--- src/hw/rtl/lqt_pkg.sv ---
package lqt_pkg;

  localparam int SAMPLES_PER_VERDICT = 10;
  localparam int LIGHT_BITS          = 12;

  localparam int NUM_SENSORS = 4;
  localparam int IN_W        = 12;
  localparam int SUM_W       = 16;
  localparam int AVG_W       = LIGHT_BITS;
  localparam int MARGIN_W    = 12;
  localparam int ANG_W       = 8;
  localparam int CNT_W       = $clog2(SAMPLES_PER_VERDICT + 1);

  // floor(sum / N) as (sum * RECIP) >> DIV_SHIFT; the five spare bits keep it exact
  localparam int DIV_SHIFT = SUM_W + 5;
  localparam int RECIP     = ((2 ** DIV_SHIFT) + SAMPLES_PER_VERDICT - 1) / SAMPLES_PER_VERDICT;
  localparam int RECIP_W   = $clog2(RECIP + 1);
  localparam int PROD_W    = SUM_W + RECIP_W;

  localparam int IN_DATA_W  = NUM_SENSORS * IN_W;
  localparam int OUT_DATA_W = 24;

  localparam logic [MARGIN_W-1:0] MARGIN_RESET = MARGIN_W'(30);
  localparam logic [ANG_W-1:0]    SERVO_HOME   = ANG_W'(45);
  localparam logic [ANG_W-1:0]    AIM_LOW      = ANG_W'(30);
  localparam logic [ANG_W-1:0]    AIM_HIGH     = ANG_W'(60);
  localparam logic [ANG_W-1:0]    AIM_WIDE     = ANG_W'(76);

  typedef enum logic {
    OP_SAMPLE = 1'b0,
    OP_TICK   = 1'b1
  } op_t;

  typedef enum logic [3:0] {
    REG_NEUTRAL = 4'd0,
    REG_S1      = 4'd1,
    REG_S2      = 4'd2,
    REG_S3      = 4'd3,
    REG_S4      = 4'd4,
    REG_P12     = 4'd5,
    REG_P23     = 4'd6,
    REG_P34     = 4'd7,
    REG_P41     = 4'd8
  } region_t;

  typedef logic [SUM_W-1:0] sum_t;
  typedef logic [ANG_W-1:0] angle_t;

  typedef struct packed {
    angle_t one;
    angle_t two;
  } aim_t;

  function automatic aim_t region_aim(input region_t r);
    aim_t a;
    unique case (r)
      REG_NEUTRAL: a = '{one: SERVO_HOME, two: SERVO_HOME};
      REG_S1:      a = '{one: AIM_LOW,    two: AIM_LOW};
      REG_S2:      a = '{one: AIM_HIGH,   two: AIM_HIGH};
      REG_S3:      a = '{one: AIM_HIGH,   two: AIM_LOW};
      REG_S4:      a = '{one: AIM_LOW,    two: AIM_HIGH};
      REG_P12:     a = '{one: AIM_HIGH,   two: AIM_HIGH};
      REG_P23:     a = '{one: AIM_HIGH,   two: SERVO_HOME};
      REG_P34:     a = '{one: AIM_LOW,    two: AIM_WIDE};
      REG_P41:     a = '{one: AIM_LOW,    two: SERVO_HOME};
      default:     a = '{one: SERVO_HOME, two: SERVO_HOME};
    endcase
    return a;
  endfunction

  function automatic angle_t step_toward(input angle_t pos, input angle_t aim);
    angle_t r;
    if (pos < aim) begin
      r = pos + ANG_W'(1);
    end else if (pos > aim) begin
      r = pos - ANG_W'(1);
    end else begin
      r = pos;
    end
    return r;
  endfunction

endpackage

--- src/hw/rtl/light_quadrant_tracker_servo_ramp.sv ---
// Light quadrant tracker with servo ramp.
//
// Input stream (in_*): one transaction per item. in_tuser selects the kind:
// a light sample (four readings in in_tdata) or a servo step tick. Every
// SAMPLES_PER_VERDICT samples the window averages are classified into a
// dark-region code that sets new servo targets; each tick moves both servo
// angles one degree toward their targets.
// Output stream (out_*): exactly one result per input item, in order, with
// the region code and the angles as they stand after that item.
// cfg_*: writes the 12-bit light margin; always ready, write only when idle.
//
// Pipeline: an accepted item passes the input stage register, then the
// output register, before out_tvalid rises. One item per cycle sustained
// while the output is not stalled: the state update sits between the input
// stage register and the output register. When out_tready is low the output
// register holds, the input stage fills, and in_tready drops after that.
// Reset: window sums and count clear, region neutral, angles and targets
// at 45 degrees, margin 30, both stages empty.
module light_quadrant_tracker_servo_ramp (
  input  logic                              clk,
  input  logic                              rst_n,
  input  logic                              cfg_valid,
  output logic                              cfg_ready,
  input  logic [lqt_pkg::MARGIN_W-1:0]      cfg_data,
  input  logic                              in_tvalid,
  output logic                              in_tready,
  // light_one, light_two, light_three, light_four
  input  logic [lqt_pkg::IN_DATA_W-1:0]     in_tdata,
  // op
  input  logic                              in_tuser,
  output logic                              out_tvalid,
  input  logic                              out_tready,
  // region_code, angle_one, angle_two, at_target, zero fill
  output logic [lqt_pkg::OUT_DATA_W-1:0]    out_tdata,
  // verdict_ready
  output logic                              out_tuser
);
  import lqt_pkg::*;

  logic                      s1_vld_r;
  op_t                       s1_op_r;
  logic [IN_W-1:0]           s1_light_r [NUM_SENSORS];
  logic                      out_vld_r;
  logic [OUT_DATA_W-1:0]     out_data_r;
  logic                      out_user_r;

  logic [MARGIN_W-1:0]       margin_r;
  sum_t [3:0]                sums_r;
  sum_t [3:0]                sums_nxt;
  logic [CNT_W-1:0]          cnt_r;
  logic [CNT_W-1:0]          cnt_nxt;
  region_t                   region_r;
  region_t                   region_nxt;
  region_t                   region_v;
  angle_t                    ang1_r, ang2_r, ang1_nxt, ang2_nxt;
  aim_t                      tgt_r, tgt_nxt;
  logic                      adv;
  logic                      in_acc;
  logic                      win_end;
  logic                      at_tgt;

  assign adv       = s1_vld_r && (!out_vld_r || out_tready);
  assign in_tready = !s1_vld_r || adv;
  assign in_acc    = in_tvalid && in_tready;
  assign cfg_ready = 1'b1;

  assign win_end = (s1_op_r == OP_SAMPLE) && (cnt_r == CNT_W'(SAMPLES_PER_VERDICT - 1));

  always_comb begin
    for (int i = 0; i < NUM_SENSORS; i++) begin
      sums_nxt[i] = sums_r[i] + SUM_W'(s1_light_r[i][LIGHT_BITS-1:0]);
    end
  end

  lqt_verdict u_verdict (
    .sums   (sums_nxt),
    .margin (margin_r),
    .region (region_v)
  );

  always_comb begin
    cnt_nxt    = cnt_r;
    region_nxt = region_r;
    tgt_nxt    = tgt_r;
    ang1_nxt   = ang1_r;
    ang2_nxt   = ang2_r;
    if (s1_op_r == OP_SAMPLE) begin
      if (win_end) begin
        cnt_nxt    = '0;
        region_nxt = region_v;
        tgt_nxt    = region_aim(region_v);
      end else begin
        cnt_nxt = cnt_r + CNT_W'(1);
      end
    end else begin
      ang1_nxt = step_toward(ang1_r, tgt_r.one);
      ang2_nxt = step_toward(ang2_r, tgt_r.two);
    end
    at_tgt = (ang1_nxt == tgt_nxt.one) && (ang2_nxt == tgt_nxt.two);
  end

  always_ff @(posedge clk) begin
    if (!rst_n) begin
      s1_vld_r  <= 1'b0;
      out_vld_r <= 1'b0;
      margin_r  <= MARGIN_RESET;
      sums_r    <= '0;
      cnt_r     <= '0;
      region_r  <= REG_NEUTRAL;
      ang1_r    <= SERVO_HOME;
      ang2_r    <= SERVO_HOME;
      tgt_r     <= '{one: SERVO_HOME, two: SERVO_HOME};
    end else begin
      if (cfg_valid && cfg_ready) begin
        margin_r <= cfg_data;
      end
      if (in_acc) begin
        s1_vld_r <= 1'b1;
      end else if (adv) begin
        s1_vld_r <= 1'b0;
      end
      if (adv) begin
        out_vld_r <= 1'b1;
      end else if (out_tready) begin
        out_vld_r <= 1'b0;
      end
      if (adv) begin
        if (s1_op_r == OP_SAMPLE) begin
          sums_r <= win_end ? '0 : sums_nxt;
        end
        cnt_r    <= cnt_nxt;
        region_r <= region_nxt;
        tgt_r    <= tgt_nxt;
        ang1_r   <= ang1_nxt;
        ang2_r   <= ang2_nxt;
      end
    end
  end

  // payload stages, no reset
  always_ff @(posedge clk) begin
    if (in_acc) begin
      s1_op_r <= op_t'(in_tuser);
      for (int i = 0; i < NUM_SENSORS; i++) begin
        s1_light_r[i] <= in_tdata[i*IN_W +: IN_W];
      end
    end
    if (adv) begin
      out_user_r <= win_end;
      out_data_r <= OUT_DATA_W'({at_tgt, ang2_nxt, ang1_nxt, region_nxt});
    end
  end

  assign out_tvalid = out_vld_r;
  assign out_tdata  = out_data_r;
  assign out_tuser  = out_user_r;

  a_cnt_range: assert property (@(posedge clk) disable iff (!rst_n)
    cnt_r <= CNT_W'(SAMPLES_PER_VERDICT - 1))
    else $error("sample count past window length");

  a_window_clears: assert property (@(posedge clk) disable iff (!rst_n)
    (adv && win_end) |=> (cnt_r == '0) && (sums_r == '0))
    else $error("window end did not clear sums and count");

  a_sample_holds_angles: assert property (@(posedge clk) disable iff (!rst_n)
    (adv && s1_op_r == OP_SAMPLE) |=> $stable(ang1_r) && $stable(ang2_r))
    else $error("servo angle moved on a sample");

  a_tick_step: assert property (@(posedge clk) disable iff (!rst_n)
    (adv && s1_op_r == OP_TICK) |=>
      (ang1_r == $past(ang1_r) || ang1_r == $past(ang1_r) + ANG_W'(1) ||
       ang1_r == $past(ang1_r) - ANG_W'(1)) && $stable(tgt_r) && $stable(region_r))
    else $error("tick moved servo by more than one step or changed targets");

  a_stage_free_ready: assert property (@(posedge clk) disable iff (!rst_n)
    !s1_vld_r |-> in_tready)
    else $error("input stalled with empty stage");

endmodule

--- src/hw/rtl/lqt_verdict.sv ---
// Averages the four window sums and sorts them into a dark-region code.
module lqt_verdict (
  input  lqt_pkg::sum_t [3:0]                 sums,
  input  logic [lqt_pkg::MARGIN_W-1:0]        margin,
  output lqt_pkg::region_t                    region
);
  import lqt_pkg::*;

  logic [PROD_W-1:0] prod [NUM_SENSORS];
  logic [AVG_W-1:0]  avg  [NUM_SENSORS];
  logic [NUM_SENSORS-1:0][NUM_SENSORS-1:0] dk;

  always_comb begin
    for (int i = 0; i < NUM_SENSORS; i++) begin
      prod[i] = PROD_W'(sums[i]) * PROD_W'(RECIP);
      avg[i]  = prod[i][DIV_SHIFT +: AVG_W];
    end
  end

  // dk[x][y]: sensor x lies below sensor y by more than the margin, no wrap
  always_comb begin
    for (int x = 0; x < NUM_SENSORS; x++) begin
      for (int y = 0; y < NUM_SENSORS; y++) begin
        dk[x][y] = ({1'b0, avg[x]} + {1'b0, margin}) < {1'b0, avg[y]};
      end
    end
  end

  // singles first, then pairs; first hit wins
  always_comb begin
    priority if (dk[0][1] && dk[0][2] && dk[0][3]) begin
      region = REG_S1;
    end else if (dk[1][0] && dk[1][2] && dk[1][3]) begin
      region = REG_S2;
    end else if (dk[2][0] && dk[2][1] && dk[2][3]) begin
      region = REG_S3;
    end else if (dk[3][0] && dk[3][1] && dk[3][2]) begin
      region = REG_S4;
    end else if (dk[0][2] && dk[0][3] && dk[1][2] && dk[1][3]) begin
      region = REG_P12;
    end else if (dk[1][0] && dk[1][3] && dk[2][0] && dk[2][3]) begin
      region = REG_P23;
    end else if (dk[2][0] && dk[2][1] && dk[3][0] && dk[3][1]) begin
      region = REG_P34;
    end else if (dk[3][1] && dk[3][2] && dk[0][1] && dk[0][2]) begin
      region = REG_P41;
    end else begin
      region = REG_NEUTRAL;
    end
  end

endmodule
--- config.mk ---
export PLATFORM = sky130hd
export DESIGN_NAME = light_quadrant_tracker_servo_ramp
export DESIGN_NICKNAME = d
export VERILOG_FILES = /design/src/hw/rtl/lqt_pkg.sv /design/src/hw/rtl/light_quadrant_tracker_servo_ramp.sv /design/src/hw/rtl/lqt_verdict.sv
export SDC_FILE = /design/constraint.sdc
export NUM_CORES = 2
export LEC_CHECK = 0
export BUFFER_PORTS_ARGS = -buffer_cell sky130_fd_sc_hd__buf_2
export CORE_MARGIN = 2
export CORE_UTILIZATION = 55
export CTS_CLUSTER_DIAMETER = 120
export DETAILED_ROUTE_END_ITERATION = 6
export GPL_TIMING_DRIVEN = 0
export PLACE_DENSITY = 0.72
export SLEW_MARGIN = 25
export SYNTH_ARGS = -nofsm -noshare
export SYNTH_HDL_FRONTEND = slang
export SYNTH_SLANG_ARGS = --single-unit
--- constraint.sdc ---
create_clock -name clk -period 18 [get_ports clk]
set_clock_uncertainty 0.15 [all_clocks]
set_input_delay 3.6 -clock clk [delete_from_list [all_inputs] [get_ports clk]]
set_output_delay 3.6 -clock clk [all_outputs]
set_load 0.02 [all_outputs]
; Word-level counts from Yosys, hierarchy flattened
; Memory sizes are Yosys's and may differ from the RTL's.
; Cells that the tools add are included.
[word_totals]
register_bits = 141
ram_bits = 48
mem_count = 2
wordCells = 111
mem_bits_ro = 144
out_inout_bits = 28
input_bits = 66
[classes]
n_eq_ne = 3
multipliers = 4
order_cmp = 16
bitwise_logic = 1
muxes = 26
n_addsub = 13
reduce_logical = 30
[mem_list]
columns = name, depth, width, read_ports, rd_ports_with_merged_regs, wr, line_no
row1 = (name not given), 16, 9, 1, 0, 0, lqt_pkg.sv:56  ; unique case (r)
row2 = s1_light_r, 4, 12, 4, 0, 4, light_quadrant_tracker_servo_ramp.sv:42  ; logic [IN_W-1:0] s1_light_r [NUM_SENSORS];
[op_table]
columns = op, n
row1 = $lt A13 B12 Y1, 12
row2 = $mul A16 B16 Y31 const B, 4
row3 = $add A16 B12 Y16, 4
row4 = $mux W64, 1
row5 = $add A12 B12 Y13, 4
row6 = $mux W8, 6
row7 = $mux W4, 11
row8 = $mux W16, 2
row9 = $logic_and A1 B1 Y1, 23
row10 = $add A8 B1 Y8 const B, 2
row11 = $eq A8 B8 Y1, 2
row12 = $gt A8 B8 Y1, 2
row13 = $lt A8 B8 Y1, 2
row14 = $sub A8 B1 Y8 const B, 2
row15 = $mux W1, 6
row16 = $add A4 B1 Y4 const B, 1
row17 = $eq A4 B4 Y1 const B, 1
row18 = $reduce_bool A2 Y1, 2
row19 = $logic_not A1 Y1, 2
row20 = $logic_or A1 B1 Y1, 2
row21 = $reduce_and A2 Y1, 1
row22 = $not A1 Y1, 1

; Longest topological paths before layout
; An unclocked memory read counts as a cell.
[depth]
ltp_word = 21
mapped_depth = 66
mapped_depth_nobuf = 65

; Hierarchy
; Synthesis repeated with hierarchy kept, for this count alone.
[hier_totals]
hier_cells = 3464
area_unflattened_um2 = 32570.0
[by_module_without_submodules]
columns = mod, n_inst, area_per_inst_um2, seq_area_each_um2, cells_each
row1 = lqt_verdict, 1, 22152.5, 0.0, 2371
row2 = light_quadrant_tracker_servo_ramp, 1, 10417.5, 4494.3, 1093

; Worst setup path before layout
; No wires, ideal clock.
[synth_path]
path_type = reg-to-reg
startpoint = mem s1_light_r[3][0]
endpoint = reg out_data_r[20] (netlist: out_tdata[20]) (data pin)
arrival_ns = 13.393
slack_ns = 4.287
required_ns = 17.680
n_path_buf = 1
period_less_slack_ns = 13.713
path_stages_with_launch = 62
setup_time_ns = 0.170
cell_sequence = edfxtp_1 > ha_1 > fa_1 > a21o_2 > a21oi_1 > o21bai_1 > a21oi_1 > o21bai_1 > a21oi_1 > o21bai_1 > a21oi_1 > o21bai_1 > a21oi_1 > nor2_1 > xor2_1 > ha_1 > ha_1 > inv_1 > [... 26 more ...] > a21oi_1 > xnor2_1 > ha_1 > and4_1 > a2111oi_2 > o21ai_0 > or2_2 > a22o_1 > or4_2 > a21oi_1 > o21ai_0 > ha_1 > clkbuf_1 > or3_2 > o21ai_0 > o31ai_1 > xnor2_1 > nor4_2
[synth_lines]
columns = item, line_no
row1 = from (decl), light_quadrant_tracker_servo_ramp.sv:42
row2 = to (signal assigned), light_quadrant_tracker_servo_ramp.sv:150  ; out_data_r <= OUT_DATA_W'({at_tgt, ang2_nxt, ang1_nxt, region_nxt});
row3 = to (decl), light_quadrant_tracker_servo_ramp.sv:44  ; logic [OUT_DATA_W-1:0] out_data_r;

==> flow_summary.json <==
{
  "place_congestion": 0.948,
  "grt-ovfl-total": 0,
  "io_pins": 94,
  "post-route-drc-count": 0,
  "cts_setup_buffers": 0,
  "placed_area_um2": 34100,
  "timing.hold.ws_ns": 0.319,
  "initial_core_util_pct": 55.5,
  "ys_types": 92,
  "synth_edf_count": 71,
  "slowest_delay_ns": 0.75,
  "drive_above_1_share_pct": 4.49,
  "crit_path_max_fanout": 8,
  "arrival_ns": 16.84,
  "hold_buffers": 0,
  "rsz0062_at_grt": "no",
  "cts-root-buf": "clkbuf_16",
  "startpoint_type": "flop",
  "port_buffers": 87,
  "status": "complete, no violations",
  "dp_cells": 4370,
  "die_area_um2": 61400,
  "period_share_pct": 92.8,
  "die_w_um": 248,
  "worstSetupPathType": "flop to flop",
  "tightest_slew_ns": 1.08,
  "clock-sinks": 189,
  "synth-seq-cells": 189,
  "rows": 89,
  "die_y_um": 248,
  "hold_violations": 0,
  "num_vias": 24400,
  "synthCells": 3507,
  "grt_usage_pct": 27.6,
  "grt_pass1_vias": 24800,
  "drv_slew": 0,
  "ys_dominant_reg_cell": "dfxtp_1",
  "wl_per_cell_um": 18.4,
  "final_cells": 4402,
  "period_minus_slack_ns": 16.70,
  "clk_latency_ns": 0.50,
  "syn_avg_cell_area_um2": 9.33,
  "antenna_found_initial": 3,
  "ant_nets": 0,
  "clock_path_buffers": 2,
  "n_antenna_cell": 0,
  "h-tree-depth": 4,
  "cts_buffers": 17,
  "cp_slowest_cell": "or4_2",
  "core_region_area_um2": 58900,
  "dr.pass1.iters": 5,
  "cts.reportedPaths.clkPinSlew_ns": 0.08,
  "cts_resized": 0,
  "crit_path_end_kind": "flop",
  "setup_tns_ns": 0,
  "drtIter0Drc": 1292,
  "dpl.hpwl_mm": 70.0,
  "cp.required_ns": 18.15,
  "cpMostUsedCell": "a21oi_1",
  "grt_pass1_wl_mm": 131,
  "fmax_mhz": 59.9,
  "setup_violations": 0,
  "synthesis.area_um2": 32700,
  "max_cap_violations": 0,
  "grt_max_degree": 31,
  "seq_area_frac_synth_pct": 13.7,
  "syn_to_final_growth_pct": 6.17,
  "wl_mm": 81.2,
  "viasPerCell": 5.54,
  "nets": 4753,
  "relSlewSlack_pct": 27.6,
  "cts_tree": "yes",
  "async_flop_share_pct": 0,
  "yosysWarnings": 0,
  "hold_path_class": "flop to flop",
  "design_area_um2": 34700
}
[cell usage after synthesis, drive strengths merged, types with 9 or more instances]
library cell / n / area (um^2)
o21bai: 33 / 248
nand3: 56 / 280
a2111oi: 11 / 128
nand2b: 17 / 106
nor2b: 95 / 594
o211ai: 31 / 233
nand2: 119 / 447
dfxtp: 118 / 2360
buf: 9 / 68.8
and3: 18 / 114
xnor2: 173 / 1520
nor2: 98 / 368
mux2i: 17 / 170
a22oi: 56 / 420
nor3: 36 / 180
o21ai: 94 / 470
ha: 761 / 9520
a21o: 73 / 549
a21oi: 179 / 896
edfxtp: 71 / 2130
a21boi: 13 / 97.6
a31oi: 9 / 56.3
inv: 741 / 2780
nand4: 44 / 275
xor2: 80 / 701
o21a: 21 / 158
clkbuf: 47 / 176
and2: 22 / 138
or3: 14 / 88.8
fa: 310 / 6210
a211oi: 23 / 178
[stage by stage]
step	worst slack [ns]	utilization (%)
after floorplan	4.29	-
after global placement	1.73	57.9
after detailed placement	1.53	58.0
after CTS	1.44	58.9
after global routing	0.0891	59.0
final	1.30	59.0
[logic make-up after synthesis]
logic type,after synthesis,share of synthesized area (%)
fa+ha+maj,1071,48.1
mux,20,0.635
buf+inv,799,9.27
xor+xnor,254,6.84
flops,189,13.7
compound gates,599,12.1
simple gates,573,9.34
other cells,2,0.0230
[routing by layer]
| metal | track usage, % | wire length, um | share of wire, % | vias up |
|---|---|---|---|---|
| li1 | - | - | - | 12000 |
| met1 | 36.8 | 36600 | 45 | 11800 |
| met2 | 47.1 | 39000 | 48 | 515 |
| met3 | 3.03 | 3450 | 4.2 | 107 |
| met4 | 7.89 | 2180 | 2.7 | 0 |
| met5 | 0 | 0 | 0 | - |
[placed cells by master (no fill, tap or decap), types with 21 or more instances in the layout]
| master | instances |
|---|---|
| a211oi_1 | 22 |
| a21o_1 | 72 |
| a21oi_1 | 179 |
| a22oi_1 | 56 |
| and2_1 | 21 |
| buf_2 | 87 |
| clkbuf_1 | 48 |
| dfxtp_1 | 118 |
| edfxtp_1 | 71 |
| fa_1 | 310 |
| ha_1 | 761 |
| inv_1 | 741 |
| nand2_1 | 119 |
| nand3_1 | 56 |
| nand4_1 | 44 |
| nor2_1 | 98 |
| nor2b_1 | 95 |
| nor3_1 | 36 |
| o211ai_1 | 31 |
| o21a_1 | 21 |
| o21ai_0 | 92 |
| o21bai_1 | 33 |
| xnor2_1 | 172 |
| xor2_1 | 80 |
[cell type report]
cell class,count,area [um^2]
Multi-Input combinational cell,2521,25200
Fill cell,5208,24200
Sequential cell,189,4490
Inverter,743,2790
Tap cell,773,967
Timing Repair Buffer,88,455
Clock buffer,18,429
Buffer,56,245
Clock inverter,14,149
[worst max-delay path: cells and delay by family (launching register included)]
family                     cells  cell delay (ns)
AOI/OAI and AO/OA             31             7.37
adders and majority gates     12             4.53
and+or+nand+nor                9             2.42
xor gates and xnor gates       4             1.25
buffers and inverters          5             0.40
DFF                            1             0.37
[flip-flops by register name (all words and copies together) (netlist names)]
name and flops:
s1_light_r 48, ang2_r 8, out_tvalid 1, sums_r 64, out_tdata 21, s1_op_r 1
cnt_r 4, margin_r 12, region_r 4, ang1_r 8, out_tuser 1, tgt_r 16
s1_vld_r 1
[path summary, 6_finish.rpt]
check	from	end	slack, ns	depth (start not counted)
max	s1_light_r[3][0]	out_tdata[20]	1.30	61
max reg2reg	s1_light_r[3][0]	out_tdata[20]	1.30	61
min	region_r[0]	region_r[0]	0.32	2
min reg2reg	region_r[0]	region_r[0]	0.32	2
Power is left out: the tool's default activity adds up to more than one toggle a clock period on the data nets, which glitch-free logic cannot reach.
